==> src/rtl/uer_pkg.sv <==
package uer_pkg;

   // field widths
   localparam int TIME_W    = 32;
   localparam int CFG_W     = 16;
   localparam int RANGE_W   = 13;
   localparam int PULSE_W   = 16;
   localparam int CSR_IDX_W = 2;

   // echo timeout default, microseconds
   localparam int ECHO_TIMEOUT_US_DEF = 25000;

   // divide by 58 as multiply by reciprocal, exact for any 16 bit pulse
   localparam int RECIP_W     = 18;
   localparam int RECIP_SHIFT = 23;
   localparam logic [RECIP_W-1:0] RECIP_58 = 18'd144632;
   localparam int QUOT_W      = 11;

   localparam logic [RANGE_W-1:0] RANGE_MAX_MM = 13'd4310;

   // register indexes
   localparam logic [CSR_IDX_W-1:0] CSR_ENABLE    = 2'd0;
   localparam logic [CSR_IDX_W-1:0] CSR_INTERVAL  = 2'd1;
   localparam logic [CSR_IDX_W-1:0] CSR_THRESHOLD = 2'd2;

   // register reset values
   localparam logic             ENABLE_RST    = 1'b1;
   localparam logic [CFG_W-1:0] INTERVAL_RST  = 16'd60;
   localparam logic [CFG_W-1:0] THRESHOLD_RST = 16'd300;

   typedef struct packed {
      logic [TIME_W-1:0] time_ms;
      logic [TIME_W-1:0] time_us;
      logic              echo_level;
   } uer_req_type;

   typedef struct packed {
      logic             enable;
      logic [CFG_W-1:0] interval_ms;
      logic [CFG_W-1:0] threshold_mm;
   } uer_cfg_type;

   typedef struct packed {
      logic               fire_trigger;
      logic               reading_done;
      logic [RANGE_W-1:0] range_mm;
      logic               range_valid;
      logic               obstacle;
      logic [TIME_W-1:0]  updated_at_ms;
   } uer_rsp_type;

endpackage

==> src/rtl/uer_dist.sv <==
module uer_dist (
   input  logic [uer_pkg::PULSE_W-1:0] width_us,
   output logic [uer_pkg::RANGE_W-1:0] dist_mm
);
   import uer_pkg::*;

   localparam int PROD_W = PULSE_W + RECIP_W;
   localparam int MM_W   = QUOT_W + 4;

   logic [PROD_W-1:0] prod;
   logic [QUOT_W-1:0] cm;
   logic [MM_W-1:0]   mm;

   // centimetres = pulse / 58 via reciprocal
   assign prod = PROD_W'(width_us) * PROD_W'(RECIP_58);
   assign cm   = prod[RECIP_SHIFT +: QUOT_W];

   // millimetres = cm * 10 as shift and add
   assign mm = MM_W'({cm, 3'b000}) + MM_W'({cm, 1'b0});

   // saturate to the maximum range
   assign dist_mm = (mm > MM_W'(RANGE_MAX_MM)) ? RANGE_MAX_MM : mm[RANGE_W-1:0];

endmodule

==> src/rtl/uer_core.sv <==
module uer_core #(
   parameter int ECHO_TIMEOUT_US = uer_pkg::ECHO_TIMEOUT_US_DEF
) (
   input  logic                 clock,
   input  logic                 reset,
   input  logic                 step,
   input  uer_pkg::uer_req_type req,
   input  uer_pkg::uer_cfg_type cfg,
   output uer_pkg::uer_rsp_type rsp
);
   import uer_pkg::*;

   localparam logic [1:0] PH_IDLE      = 2'd0;
   localparam logic [1:0] PH_WAIT_RISE = 2'd1;
   localparam logic [1:0] PH_ECHO_HIGH = 2'd2;

   localparam logic [TIME_W-1:0] TIMEOUT = TIME_W'(ECHO_TIMEOUT_US);

   logic [1:0]         phase_ff, phase_in;
   logic [TIME_W-1:0]  last_start_ff, last_start_in;
   logic [TIME_W-1:0]  trig_us_ff, trig_us_in;
   logic [TIME_W-1:0]  rise_us_ff, rise_us_in;
   logic [RANGE_W-1:0] range_ff, range_in;
   logic               valid_ff, valid_in;
   logic               obst_ff, obst_in;
   logic [TIME_W-1:0]  upd_ms_ff, upd_ms_in;

   logic [TIME_W-1:0]  since_trig;
   logic [TIME_W-1:0]  pulse;
   logic [TIME_W-1:0]  since_start;
   logic [RANGE_W-1:0] echo_mm;
   logic               fire;
   logic               done;
   logic               finish;
   logic               fin_valid;
   logic [RANGE_W-1:0] fin_dist;

   // timestamp differences, wrapping
   assign since_trig  = req.time_us - trig_us_ff;
   assign pulse       = req.time_us - rise_us_ff;
   assign since_start = req.time_ms - last_start_ff;

   // echo width to distance
   uer_dist u_dist (
      .width_us (pulse[PULSE_W-1:0]),
      .dist_mm  (echo_mm)
   );

   // phase sequencing
   always_comb begin
      phase_in      = phase_ff;
      trig_us_in    = trig_us_ff;
      rise_us_in    = rise_us_ff;
      fire          = 1'b0;
      finish        = 1'b0;
      fin_valid     = 1'b0;
      fin_dist      = '0;
      if (cfg.enable) begin
         case (phase_ff)
            PH_WAIT_RISE: begin
               if (since_trig > TIMEOUT) begin
                  finish = 1'b1;
               end else if (req.echo_level) begin
                  rise_us_in = req.time_us;
                  phase_in   = PH_ECHO_HIGH;
               end
            end
            PH_ECHO_HIGH: begin
               if (pulse > TIMEOUT) begin
                  finish = 1'b1;
               end else if (!req.echo_level) begin
                  finish    = 1'b1;
                  fin_valid = 1'b1;
                  fin_dist  = echo_mm;
               end
            end
            default: begin
               if (since_start >= TIME_W'(cfg.interval_ms)) begin
                  trig_us_in = req.time_us;
                  phase_in   = PH_WAIT_RISE;
                  fire       = 1'b1;
               end
            end
         endcase
         if (finish) begin
            phase_in = PH_IDLE;
         end
      end
   end

   assign done = finish;

   // held reading
   always_comb begin
      last_start_in = last_start_ff;
      range_in      = range_ff;
      valid_in      = valid_ff;
      obst_in       = obst_ff;
      upd_ms_in     = upd_ms_ff;
      if (!cfg.enable) begin
         obst_in = 1'b0;
      end else if (finish) begin
         last_start_in = req.time_ms;
         upd_ms_in     = req.time_ms;
         range_in      = fin_dist;
         valid_in      = fin_valid;
         obst_in       = fin_valid && (cfg.threshold_mm != '0) && (fin_dist != '0)
                         && (CFG_W'(fin_dist) < cfg.threshold_mm);
      end
   end

   // state registers
   always_ff @(posedge clock) begin
      if (reset) begin
         phase_ff      <= PH_IDLE;
         last_start_ff <= '0;
         trig_us_ff    <= '0;
         rise_us_ff    <= '0;
         range_ff      <= '0;
         valid_ff      <= 1'b0;
         obst_ff       <= 1'b0;
         upd_ms_ff     <= '0;
      end else if (step) begin
         phase_ff      <= phase_in;
         last_start_ff <= last_start_in;
         trig_us_ff    <= trig_us_in;
         rise_us_ff    <= rise_us_in;
         range_ff      <= range_in;
         valid_ff      <= valid_in;
         obst_ff       <= obst_in;
         upd_ms_ff     <= upd_ms_in;
      end
   end

   // result of this request
   assign rsp.fire_trigger  = fire;
   assign rsp.reading_done  = done;
   assign rsp.range_mm      = range_in;
   assign rsp.range_valid   = valid_in;
   assign rsp.obstacle      = obst_in;
   assign rsp.updated_at_ms = upd_ms_in;

endmodule

==> src/rtl/ultrasonic_echo_ranger.sv <==
// Ultrasonic echo ranging sequencer.
// Each request on the req_ channel is one polling tick: millisecond and
// microsecond timestamps plus the sampled echo pin level. Every request gives
// exactly one response on the rsp_ channel: whether to fire a trigger pulse,
// whether a reading finished on this tick, and the held distance, validity,
// obstacle flag and update time.
// Registers are written through the csr_ channel (index 0 enable, 1 interval
// in ms, 2 obstacle threshold in mm); csr_ready is always high and other
// indexes are ignored. Write them only while no request is in flight.
// A request passes the input register, then the sequencer step into the output
// register. One request is taken every cycle while rsp_ready holds high; the
// sequencer state updates as a request moves to the output register.
// When the receiver stalls, the output register holds its response and the
// input register fills; req_ready then drops until rsp_ready returns.
// Reset (synchronous) empties both registers, returns the sequence to idle,
// clears the held reading and loads enable 1, interval 60 ms, threshold 300 mm.
module ultrasonic_echo_ranger #(
   parameter int ECHO_TIMEOUT_US = uer_pkg::ECHO_TIMEOUT_US_DEF
) (
   input  logic                           clock,
   input  logic                           reset,
   input  logic                           req_valid,
   output logic                           req_ready,
   input  logic [uer_pkg::TIME_W-1:0]     req_time_ms,
   input  logic [uer_pkg::TIME_W-1:0]     req_time_us,
   input  logic                           req_echo_level,
   output logic                           rsp_valid,
   input  logic                           rsp_ready,
   output logic                           rsp_fire_trigger,
   output logic                           rsp_reading_done,
   output logic [uer_pkg::RANGE_W-1:0]    rsp_range_mm,
   output logic                           rsp_range_valid,
   output logic                           rsp_obstacle,
   output logic [uer_pkg::TIME_W-1:0]     rsp_updated_at_ms,
   input  logic                           csr_valid,
   output logic                           csr_ready,
   input  logic [uer_pkg::CSR_IDX_W-1:0]  csr_index,
   input  logic [uer_pkg::CFG_W-1:0]      csr_data
);
   import uer_pkg::*;

   logic        in_vld_ff;
   uer_req_type in_req_ff;
   logic        out_vld_ff;
   uer_rsp_type out_rsp_ff;
   uer_cfg_type cfg_ff;
   uer_rsp_type step_rsp;
   logic        advance;

   // pipeline flow
   assign advance   = in_vld_ff && (!out_vld_ff || rsp_ready);
   assign req_ready = !in_vld_ff || advance;
   assign csr_ready = 1'b1;

   // configuration registers
   always_ff @(posedge clock) begin
      if (reset) begin
         cfg_ff.enable       <= ENABLE_RST;
         cfg_ff.interval_ms  <= INTERVAL_RST;
         cfg_ff.threshold_mm <= THRESHOLD_RST;
      end else if (csr_valid) begin
         case (csr_index)
            CSR_ENABLE:    cfg_ff.enable       <= csr_data[0];
            CSR_INTERVAL:  cfg_ff.interval_ms  <= csr_data;
            CSR_THRESHOLD: cfg_ff.threshold_mm <= csr_data;
            default: ;
         endcase
      end
   end

   // input register
   always_ff @(posedge clock) begin
      if (reset) begin
         in_vld_ff <= 1'b0;
      end else if (req_ready) begin
         in_vld_ff <= req_valid;
      end
   end

   always_ff @(posedge clock) begin
      if (req_valid && req_ready) begin
         in_req_ff.time_ms    <= req_time_ms;
         in_req_ff.time_us    <= req_time_us;
         in_req_ff.echo_level <= req_echo_level;
      end
   end

   // sequencer step
   uer_core #(
      .ECHO_TIMEOUT_US (ECHO_TIMEOUT_US)
   ) u_core (
      .clock (clock),
      .reset (reset),
      .step  (advance),
      .req   (in_req_ff),
      .cfg   (cfg_ff),
      .rsp   (step_rsp)
   );

   // output register
   always_ff @(posedge clock) begin
      if (reset) begin
         out_vld_ff <= 1'b0;
      end else if (advance) begin
         out_vld_ff <= 1'b1;
      end else if (rsp_ready) begin
         out_vld_ff <= 1'b0;
      end
   end

   always_ff @(posedge clock) begin
      if (advance) begin
         out_rsp_ff <= step_rsp;
      end
   end

   assign rsp_valid         = out_vld_ff;
   assign rsp_fire_trigger  = out_rsp_ff.fire_trigger;
   assign rsp_reading_done  = out_rsp_ff.reading_done;
   assign rsp_range_mm      = out_rsp_ff.range_mm;
   assign rsp_range_valid   = out_rsp_ff.range_valid;
   assign rsp_obstacle      = out_rsp_ff.obstacle;
   assign rsp_updated_at_ms = out_rsp_ff.updated_at_ms;

endmodule
==> config.mk <==
export PLATFORM = sky130hd
export DESIGN_NAME = ultrasonic_echo_ranger
export DESIGN_NICKNAME = d
export VERILOG_FILES = /design/src/rtl/uer_pkg.sv /design/src/rtl/uer_dist.sv /design/src/rtl/uer_core.sv /design/src/rtl/ultrasonic_echo_ranger.sv
export SDC_FILE = /design/constraint.sdc
export NUM_CORES = 1
export LEC_CHECK = 0
export BUFFER_PORTS_ARGS = -buffer_cell sky130_fd_sc_hd__buf_2
export CORE_MARGIN = 4
export CORE_UTILIZATION = 30
export CTS_CLUSTER_DIAMETER = 80
export CTS_CLUSTER_SIZE = 40
export DETAILED_ROUTE_END_ITERATION = 7
export SYNTH_ARGS = -nofsm -noshare
export SYNTH_HDL_FRONTEND = slang
export SYNTH_SLANG_ARGS = --single-unit
==> constraint.sdc <==
create_clock -name clock -period 12.38 [get_ports clock]
set_input_delay 0.619 -clock clock [delete_from_list [all_inputs] [get_ports clock]]
set_output_delay 0.619 -clock clock [all_outputs]
set_load 0.02 [all_outputs]
==> results of run 1 <==
## sequential cells by signal (all words and copies together), names as in the netlist, 2 cells and up
name                  count
rsp_updated_at_ms        32
u_core.range_ff          13
in_req_ff                65
u_core.trig_us_ff        32
rsp_range_mm             13
u_core.rise_us_ff        32
cfg_ff                   33
u_core.last_start_ff     32
u_core.phase_ff           2
u_core.upd_ms_ff         32
## cell usage after synthesis (17+ instances only)
| cell | count |
|---|---|
| a21o_1 | 40 |
| a21oi_1 | 161 |
| and2_1 | 18 |
| and3_1 | 30 |
| buf_2 | 18 |
| clkbuf_1 | 49 |
| dfxtp_1 | 180 |
| edfxtp_1 | 114 |
| fa_1 | 81 |
| ha_1 | 248 |
| inv_1 | 318 |
| mux2_2 | 36 |
| mux2i_1 | 140 |
| nand2_1 | 247 |
| nand2b_1 | 25 |
| nand3_1 | 33 |
| nand4_1 | 19 |
| nor2_1 | 177 |
| nor2b_1 | 17 |
| nor3_1 | 53 |
| o211ai_1 | 24 |
| o21a_1 | 28 |
| o21ai_0 | 86 |
| o21ai_1 | 18 |
| or2_2 | 17 |
| xnor2_1 | 53 |
| xor2_1 | 29 |
## layer usage
layer  track usage, %  wire length, um  vias to the layer above  part of all wire (%)
li1                 -                -                     9155                     -
met1             19.2            27400                     8647                    48
met2             21.9            25400                      332                    44
met3             2.74             3390                       52                   5.9
met4             2.91              909                        8                   1.6
met5                0               55                        -                 0.096
## per-stage QoR
stage	instance area (sq um)	hold slack (ns)
final	25600	0.212
after global routing	25600	0.192
after CTS	25500	0.189
after detailed placement	24800	0.443
after global placement	24800	0.440
after floorplan	23000	0.429
## cells in the final DEF, fill, tap and decap left out, types with 81 or more instances in the layout
cell / Yosys / final
nor2_1: 177 / 177
nand2_1: 247 / 247
dfxtp_1: 180 / 180
edfxtp_1: 114 / 114
fa_1: 81 / 81
o21ai_0: 86 / 86
ha_1: 248 / 247
a21oi_1: 161 / 159
mux2i_1: 140 / 140
inv_1: 318 / 316
buf_2: 18 / 137
## path summary, 6_finish.rpt
kind | from | end
max | in_req_ff[1] | u_core.obst_ff
min | req_time_ms[14] | in_req_ff[47]
max reg2reg | in_req_ff[1] | u_core.obst_ff
min reg2reg | u_core.range_ff[12] | u_core.range_ff[12]
## worst max-delay path: cells and delay by family, from the launching register on
kind                     cells  cell delay [ns]
XOR/XNOR                     1             0.16
multiplexers                 1             0.12
AND/OR/NAND/NOR             11             2.02
adder cells (fa/ha/maj)     11             4.54
AO/OA/AOI/OAI               17             3.71
flip-flops                   1             0.39
buffers and inverters        9             0.76
## area by class of cell
class,instances,share of cell area [%]
flip-flops and latches,294,27.4
inverters,321,4.70
diodes,8,0.0781
clock buffers,19,1.85
well taps,1030,5.03
multi-input cells,1849,56.6
clock inverters,14,0.717
repair buffers,170,3.64
## timing repair
action | in CTS | in global routing
hold endpoints to repair | 0 | 0
resized for setup | 0 | 19
setup buffers | 0 | 3
endpoints found under the setup margin | 0 | 2
## kinds of logic (layout without fill, tap and decap cells)
family          after synthesis  in the layout  share of synthesized area [%]
compound gates              537            537                           15.6
xor+xnor                     82             82                           3.12
fa+ha+maj                   329            329                           20.5
buf+inv                     404            524                           6.92
flops                       294            294                           30.5
mux                         177            177                           7.92
other cells                   1              9                         0.0163
simple gates                723            723                           15.3
==> results by stage, run 1 <==
Worst setup path:
- Counting cells, the worst reg-to-reg path comes to 50.
- STA puts the critical path data arrival time at 12.24 ns.
- The setup slack of the worst register-to-register path is 0.61 ns.
- The maximum fanout along the worst path is 8.
- In this design, the critical path's most frequently occurring cell is fa_1.
- At the worst endpoint, the required time is 12.85 ns.
- The endpoint kind of the worst setup timing path is a flop.
- The start-to-end type of the worst setup path is reg2reg.
- For this design, the slowest cell found on the critical path is fa_1.
- The largest single stage delay on the critical path is 0.55 ns.
- The startpoint kind of the worst setup timing path is a flop.

STA:
- The post-route clock period utilization is 95.1%.
- The clock period could shrink to 11.77 ns.
- The max-slew violation count is 0.
- The final worst setup slack is 0.608 ns.
- The final hold violation count is 0.
- Setup violations remaining at the end of the flow were counted as 0.
- The transition at the pin with the smallest max-transition slack is 1.02 ns.
- The maximum clock rate is 85.0 MHz.
- In the final timing run, aggregate negative setup slack is 0 ns.
- The relative max-transition margin is 31.9%.
- The clock arrives with 0.0549 ns of skew.

Logic synthesis:
- The number of distinct library cells after synthesis is 101.
- Summing every instance area after synthesis gives 0.0230 sq mm.
- The Yosys warning count is 0.
- The largest total area in the synthesized netlist belongs to dfxtp_1.
- The share of synthesized area occupied by flip-flops and latches is 30.5%.
- Ranked by total cell area, the synthesized netlist is headed by dfxtp_1 16%, edfxtp_1 15%, ha_1 13%, fa_1 7.0%, mux2i_1 6.1%.
- After technology mapping, the gate count stands at 2,547.
- Of all flip-flops after synthesis, the portion carrying an async set or reset was 0%.
- The post-synthesis average cell area is 9.03 sq um.
- The share of Yosys cell area claimed by the top area cell type is 15.7%.
- The flop and latch count out of synthesis is 294.
- The net count after synthesis is 2,964.
- The number of enable flip-flop cells after synthesis is 114.
- In the synthesized netlist the dominant register cell turns out to be dfxtp_1.

Routing:
- The final route contains 18,200 vias.
- The final wirelength is 57,100 um.
- In the routed design, unresolved DRC markers number 0.
- After detailed routing, the average wire length per cell comes to 15.4 um.
- For this run, the detailed router's first-pass iteration total came to 5.
- The mean number of vias per cell is 4.91.
- The number of antenna-violating nets in the routed design is 0.
- The detailed router finished its first iteration with 1,344 violations.

Clock tree:
- In this run, CTS created clock tree buffers numbering 19.
- The clock tree from TritonCTS is yes.
- Clock-pin slew was measured on the worst setup and hold paths at 0.12 ns.
- The tree is rooted in a clkbuf_16.
- The number of H-tree levels is 1.
- The clock sink count is 294.
- At the later pin of the worst-skew pair, clock insertion delay measures 0.57 ns.
- The clock passes through at most 3 buffers.
- The post-cts hold buffer count is 0.

Cells and area:
- Fill cells in the final layout number 7,926.
- After the last flow step, the layout net total stands at 3,072.
- The multi-input combinational cells in the finished layout cover a total of 0.0145 sq mm.
- The post-layout utilization of the core is 33.8%.
- The finished layout holds 3,705 standard cells, fillers aside.
- From synthesis to final layout, the design area changed by 11.5%.
- The storage element area is 0.00703 sq mm.
- The layout cell share with drive strength beyond 1 is 11.8%.

Run:
- The number of max-cap violations is 0.

GRT:
- The number of antenna violations at the first check in global routing is 12.
- The total congestion overflow after global routing is 0.
- The total global-route track usage is 13.7%.
- The first-pass GRT wire length is 92,500 um.
- The number of global-route vias before repair came to 17,400.
- Entering global routing, the biggest net connects 80 pins.

Placed design:
- The count of port buffers added during placement is 138.
- Once placement completed, the tool counted placed cells totaling 3,661.
- The final weighted congestion in routability-driven placement is 0.880.
- The post-detailed-placement half-perimeter wirelength is 44,600 um.
- The pre-CTS setup slack is 0.196 ns.

Floorplanning:
- The total number of placement rows is 101.
- The floorplan step defined a core boundary enclosing 0.0759 sq mm.
- During I/O placement, the number of pins put on the boundary was 140.
- The floorplan step set the die width to 285 um.
- The full die area is 0.0812 sq mm.
- The initial core utilization is 30.3%.
- The floorplan die height is 285 um.

Min path:
- The cell depth of the worst hold path is 1.
- The type of the worst min-delay path is in2reg.

Outcome:
- The flow ran to the end, and the final reports show no timing, DRC or antenna violations.
Power of run 1 is not shown: default switching activity piles up to over one toggle a cycle in this logic, so the estimate is an artifact.
==> run 2, diff against run 1 <==
--- a/config.mk
+++ b/config.mk
@@ -6,11 +6,11 @@
 export NUM_CORES = 1
 export LEC_CHECK = 0
 export BUFFER_PORTS_ARGS = -buffer_cell sky130_fd_sc_hd__buf_2
-export CORE_MARGIN = 4
 export CORE_UTILIZATION = 30
 export CTS_CLUSTER_DIAMETER = 80
 export CTS_CLUSTER_SIZE = 40
 export DETAILED_ROUTE_END_ITERATION = 7
+export RECOVER_POWER = 50
 export SYNTH_ARGS = -nofsm -noshare
 export SYNTH_HDL_FRONTEND = slang
 export SYNTH_SLANG_ARGS = --single-unit
==> run 2 against run 1 <==
Against the previous run: the run now ends with max-capacitance violations, max-slew violations left; via count about the same; die area down 4.2%; critical path depth down 2; maximum frequency is 1.0% higher; sequential share of layout area hardly changed; clock-buffer cell count grew 4; core utilization hardly changed; wire length increased by 0.94%; first-iteration DRC count shrank 16%; setup slack improved by 0.12 ns; flip-flop and latch count unchanged.
==> results by stage, run 2 (synthesized netlist as in run 1, its figures left out) <==
STA:
- The count of endpoints failing setup in the final report is 0.
- The max-slew violation count is 213.
- The final hold violation count came to 0.
- The clock period minus worst slack is 11.65 ns.
- Across the routed clock network, the largest skew measured is 0.0520 ns.
- In the finished design, the share of the clock period the worst path needs comes to 94.1%.
- The maximum clock rate is 85.8 MHz.
- Across all setup checks in the final design, the least slack found is 0.727 ns.
- The relative max-transition margin is -227%.
- The transition at the pin with the smallest max-transition slack is 4.91 ns.
- Adding up every negative setup slack in the final design gives 0 ns.

Worst setup path:
- For this run, the slowest stage of the critical path takes 0.55 ns.
- The slowest stage of the critical path is the fa_1 cell.
- Among the stages of the critical path, the cell type that occurs most often is fa_1.
- The length in cells of the worst reg-to-reg path is 48.
- In this run the worst path has a maximum fanout of 10.
- The worst register-to-register path begins at in_req_ff[5].
- STA classifies the critical path endpoint as a flop.
- The data arrival at the endpoint of the critical path is 12.15 ns.
- The data required time of the critical path is 12.88 ns.
- The critical path starts at in_req_ff[5].
- The worst setup path is launched from a flop.
- The setup slack of the worst register-to-register path is 0.73 ns.
- The worst setup path is of the reg2reg kind.
- The capture point of the worst reg-to-reg path is u_core.obst_ff.
- In this run the worst setup path terminates at u_core.obst_ff.

Routing:
- The via count of the routed design is 18,200.
- The violation count after the first detailed-routing iteration is 1,126.
- The remaining routing DRC violations is 0.
- The mean number of vias per cell is 4.91.
- The count of nets left with antenna violations once routing finished came out at 0.
- The average wire per cell in the routed design is 15.6 um.
- Wires add up to 57,700 um.
- The first-pass iteration count of the detailed router is 5.

Floorplanning:
- The floorplan die height is 279 um.
- The die covers 0.0778 sq mm.
- The floorplan die width is 279 um.
- The core region is 0.0759 sq mm.
- The initial utilization of the core area, before any placement, comes to 30.3%.
- After floorplanning, the core was divided into 101 placement rows.
- For this design the top-level I/O count stands at 140.

Clock tree:
- Buffers inserted during clock tree synthesis total 21.
- The cell chosen for the clock root is clkbuf_16.
- At the later pin of the worst-skew pair, clock insertion delay measures 0.58 ns.
- TritonCTS built the clock tree.
- Clock tree synthesis found a total of 294 sinks.
- Clock-pin slew was measured on the worst setup and hold paths at 0.11 ns.
- The number of H-tree levels is 1.
- Buffers inserted to repair hold after CTS numbered 0.
- The clock passes through at most 3 buffers.

Cells and area:
- The layout cell share with drive strength beyond 1 is 9.80%.
- The register with the most flip-flops in the layout has 65 of them.
- The most common cell after layout, fill and taps aside is inv_1.
- The net count of the finished layout is 3,075.
- Compared with the post-synthesis result, the final layout area differs by 11.6%.
- Counting flops per register, the top entry is in_req_ff.
- In the layout the commonest cells are 316 x inv_1, 246 x nand2_1, 246 x ha_1.
- The area of all placed cells without fillers is 0.0257 sq mm.
- After the flow finishes, the layout carries non-filler instances totaling 3,704.
- The largest registers in the layout are in_req_ff: 65 flops, cfg_ff: 33 flops.

Placed design:
- The HPWL after detailed placement is 44,700 um.
- Once placement completed, the tool counted placed cells totaling 3,660.
- Timing analysis after detailed placement gives a worst setup slack of 0.127 ns.
- The final weighted congestion in routability-driven placement is 0.921.
- In this run the cell area measured after placement is 0.0248 sq mm.
- In this run the tool buffered the top-level ports with 138 buffer cells.

Run:
- The number of max-cap violations is 3.

GRT:
- The number of antenna violations at the first check in global routing is 5.
- The number of global-route vias before repair is 17,400.
- After global routing the overflow that remains totals 0.
- The first-pass GRT wire length is 93,900 um.
- For this run, the total global-route usage over all layers was measured as 14.7%.
- The largest net degree at the start of global routing is 79.

Min path:
- The min-delay analysis places its worst path in the category in2reg.
- The worst hold path begins at req_time_ms[28].

Outcome:
- The run finished, with violations left.
- The final reports fail on max-capacitance violations, max-slew violations.
run 2: cell types whose count changed in the layout (fill, tap and decap cells not counted), moves of 2 or more:
cell / delta
a211oi_1: -2
clkbuf_16: +2
inv_12: +2
clkinv_8: -2
xnor2_2: +2
buf_2: -62
diode_2: -7
o21ai_1: +2
o21ai_0: -2
clkbuf_1: +65
xnor2_1: -2
run 2: metal layers:
layer	vias up	wire length [um]	global-route usage [%]
met2	371	25700	23.6
met3	59	2510	1.71
met4	10	916	3.07
met5	-	57	0
li1	9160	-	-
met1	8600	28500	21.1
run 2: layout make-up:
cell class,count,area (sq um)
well taps,1030,1290
clock inverters,15,204
multi-input cells,1849,14500
flip-flops and latches,294,7030
repair buffers,171,856
inverters,321,1200
clock buffers,23,543
fillers,7941,50300
diodes,1,2.50
run 2: worst max-delay path: cells and delay by family, from the launching register on:
kind	cells	cell delay, ns
mux	1	0.29
compound gates	16	3.49
flops	1	0.45
simple gates	12	2.11
xor+xnor	2	0.41
buf+inv	7	0.62
fa+ha+maj	10	4.21
run 2: worst min path at each step:
stage | endpoint | slack, ns | cells past startpoint
after floorplan | u_core.range_ff[12] | 0.43 | 2
after global placement | u_core.range_ff[12] | 0.44 | 2
after detailed placement | u_core.range_ff[12] | 0.45 | 2
after CTS | in_req_ff[63] | 0.17 | 1
after global routing | in_req_ff[62] | 0.18 | 1
final | in_req_ff[61] | 0.21 | 1
run 2: what timing repair did:
action,in CTS,in global routing
endpoints found under the setup margin,0,2
setup buffers,0,5
endpoints found under the hold margin,0,0
resized for setup,0,30
run 2: stage by stage:
stage | utilization [%] | hold WS [ns]
6_report | 33.8 | 0.206
5_1_grt | 33.8 | 0.178
3_3_place_gp | 32.7 | 0.441
2_1_floorplan | - | 0.429
4_1_cts | 33.7 | 0.175
3_5_place_dp | 32.7 | 0.445
Power of run 2 is left out for the same reason.
==> run 3, diff against run 2 <==
--- a/config.mk
+++ b/config.mk
@@ -10,6 +10,7 @@
 export CTS_CLUSTER_DIAMETER = 80
 export CTS_CLUSTER_SIZE = 40
 export DETAILED_ROUTE_END_ITERATION = 7
+export GPL_ROUTABILITY_DRIVEN = 0
 export RECOVER_POWER = 50
 export SYNTH_ARGS = -nofsm -noshare
 export SYNTH_HDL_FRONTEND = slang
==> constraint.sdc (replaced) <==
create_clock -name clock -period 12.38 [get_ports clock]
set_input_delay 1.857 -clock clock [delete_from_list [all_inputs] [get_ports clock]]
set_output_delay 1.857 -clock clock [all_outputs]
set_load 0.02 [all_outputs]
==> run 3 against run 2 <==
Against the previous run: the flow still finishes with violations (max-capacitance violations, max-slew violations); clock skew is 0.0045 ns lower; worst hold slack improved by 0.25 ns; flip-flop and latch count unchanged; via count is 0.33% higher; core utilization grew 0.086 points; critical path depth increased by 1; global-route usage decreased by 0.34 points; final cell count about the same; maximum frequency fell by 0.78%; critical path type unchanged; critical endpoint unchanged; largest cell class unchanged.
==> results by stage, run 3 (synthesized netlist as in run 1, its figures left out) <==
STA:
- The maximum clock rate is 85.1 MHz.
- On the final layout, the worst clock skew is 0.0474 ns.
- The max-slew violation count was 212.
- For the finished layout, the period the worst path requires is 11.75 ns.
- Setup violations remaining at the end of the flow were counted as 0.
- At the pin with the least slew margin, the transition time is 4.83 ns.
- Measured against its own limit, the worst slew margin works out to -222%.
- In the finished design, the share of the clock period the worst path needs comes to 94.9%.
- The tightest hold path in the finished design has a slack of 0.454 ns.
- The final hold violation count came to 0.

Clock tree:
- Clock tree synthesis inserted a total of 21 buffers.
- In this run, post-CTS hold repair placed 0 buffers.
- The number of buffers on the longest clock path is 3.
- TritonCTS built the clock tree.
- The number of H-tree levels is 1.
- Clock-pin slew was measured on the worst setup and hold paths at 0.10 ns.
- For the worst-skew pair, the clock arrives at the later sink with an insertion delay of 0.59 ns.
- The cell sitting at the root of the clock tree is a clkbuf_16.
- CTS saw 294 sinks.

Run:
- The tool flagged a number of max-cap violations equal to 3.

Placed design:
- The count of port buffers added during placement is 138.
- The post-detailed-placement half-perimeter wirelength is 44,300 um.

Worst setup path:
- Counting buffers and inverters, the worst setup path is 49 cells deep.
- The critical path is of the reg2reg type.
- At the worst endpoint, the arrival time is 12.24 ns.
- Counting cells, the worst reg-to-reg path comes to 49.
- On the worst path, the slowest cell contributes a delay of 0.55 ns.
- The buffering stage count on the worst path with inverters included is 8.
- The maximum fanout along the worst path is 7.
- The endpoint kind of the worst setup timing path is a flop.
- Among all stages on the critical path, the largest delay is contributed by fa_1.
- Among the stages of the critical path, the cell type that occurs most often is fa_1.
- Grouping stages by cell kind, the critical path spends the most delay in adder cells.
- The startpoint kind of the worst setup timing path is a flop.
- The data required time of the critical path is 12.87 ns.

GRT:
- In the global route stage, overall resource usage came out at 14.4%.
- The first global-routing pass estimated 91,700 um of wire.
- The number of antenna violations at the first check in global routing is 14.
- The number of global-route vias before repair was 17,200.
- Global routing finished with a remaining overflow of 0.
- The largest net degree at the start of global routing is 91.

Routing:
- After detailed routing, the total wire length is 56,900 um.
- The detailed router finished its first iteration with 1,176 violations.
- The first detailed-routing pass ran for 7 iterations.
- The via count of the routed design is 18,300.
- The remaining routing DRC violations is 0.
- The count of nets left with antenna violations once routing finished came out at 0.
- The average wire per cell in the routed design is 15.4 um.
- The mean number of vias per cell is 4.93.

Cells and area:
- In the final layout, the registers with the most flip-flops are in_req_ff: 65 flops, cfg_ff: 33 flops.
- The flip-flop count of the largest register, all copies and words added is 65.
- In the final design database the tool counted 3,076 nets.
- The register containing the most flip-flops in the final layout is in_req_ff.
- The most common cell after layout, fill and taps aside is inv_1.
- The library cells used most frequently in the layout, excluding fill and tap cells, are 315 x inv_1, 246 x nand2_1, 246 x ha_1.
- The post-synthesis to final-layout area growth is 11.9%.
- Of the cells placed in the final design, the portion with a size suffix greater than 1 is 11.2%.

Floorplanning:
- The floorplan die height is 279 um.
- The floorplan has 101 rows.
- The die covers 0.0778 sq mm.
- The initial core utilization is 30.3%.
- The region available for standard cell placement spans 0.0759 sq mm.
- The floorplan die width is 279 um.
- 140 I/O pins were placed.

Outcome:
- The flow ran to the end, but the final reports show violations.
- The final reports fail on max-capacitance violations, max-slew violations.

Min path:
- The worst hold path passes through 2 cells.
- The tightest min-delay check is of the reg2reg type.
## run 3: area by class of cell
type,count,area [sq um]
Antenna cell,1,2.50
Inverter,321,1200
Clock buffer,22,529
Sequential cell,294,7030
Fill cell,7954,50200
Clock inverter,16,251
Tap cell,1030,1290
Timing Repair Buffer,172,920
Multi-Input combinational cell,1849,14500
## run 3: timing repair
| item | 4_1_cts | 5_1_grt |
|---|---|---|
| endpoints found under the hold margin | 0 | 0 |
| buffers inserted | 0 | 6 |
| gates resized for setup | 0 | 24 |
| setup endpoints to repair | 0 | 2 |
## run 3: metrics by stage
step / instances / util, % / setup TNS [ns] / cell area (sq um) / setup WS (ns)
after global placement: 3660 / 32.7 / 0 / 24800 / 0.372
after floorplan: 2547 / - / 0 / 23000 / 0.993
final: 3705 / 33.9 / 0 / 25700 / 0.635
after CTS: 3698 / 33.7 / 0 / 25600 / 0.109
after detailed placement: 3660 / 32.7 / 0 / 24800 / 0.157
after global routing: 3705 / 33.9 / -0.0239 / 25700 / -0.0239
## run 3: routing by layer
metal	wire (um)	global-route usage (%)	vias up
li1	-	-	9155
met1	27100	19.9	8643
met2	25600	23.3	377
met3	3220	2.66	65
met4	907	2.76	20
met5	116	0	-
## run 3: worst paths after layout
| check | startpoint | to | slack [ns] |
|---|---|---|---|
| hold / removal | u_core.range_ff[12] | u_core.range_ff[12] | 0.45 |
| hold reg to reg | u_core.range_ff[12] | u_core.range_ff[12] | 0.45 |
| setup reg to reg | in_req_ff[4] | u_core.obst_ff | 0.63 |
| setup / recovery | in_req_ff[4] | u_core.obst_ff | 0.63 |
## run 3: worst reg2reg max path: cells and delay by family (launching register included)
kind	cells	cell delay (ns)
buffers and inverters	8	0.74
adder cells (fa/ha/maj)	10	4.27
AO/OA/AOI/OAI	14	2.77
multiplexers	1	0.11
XOR/XNOR	1	0.40
flip-flops	1	0.45
AND/OR/NAND/NOR	15	2.96
Power of run 3 is left out for the same reason.
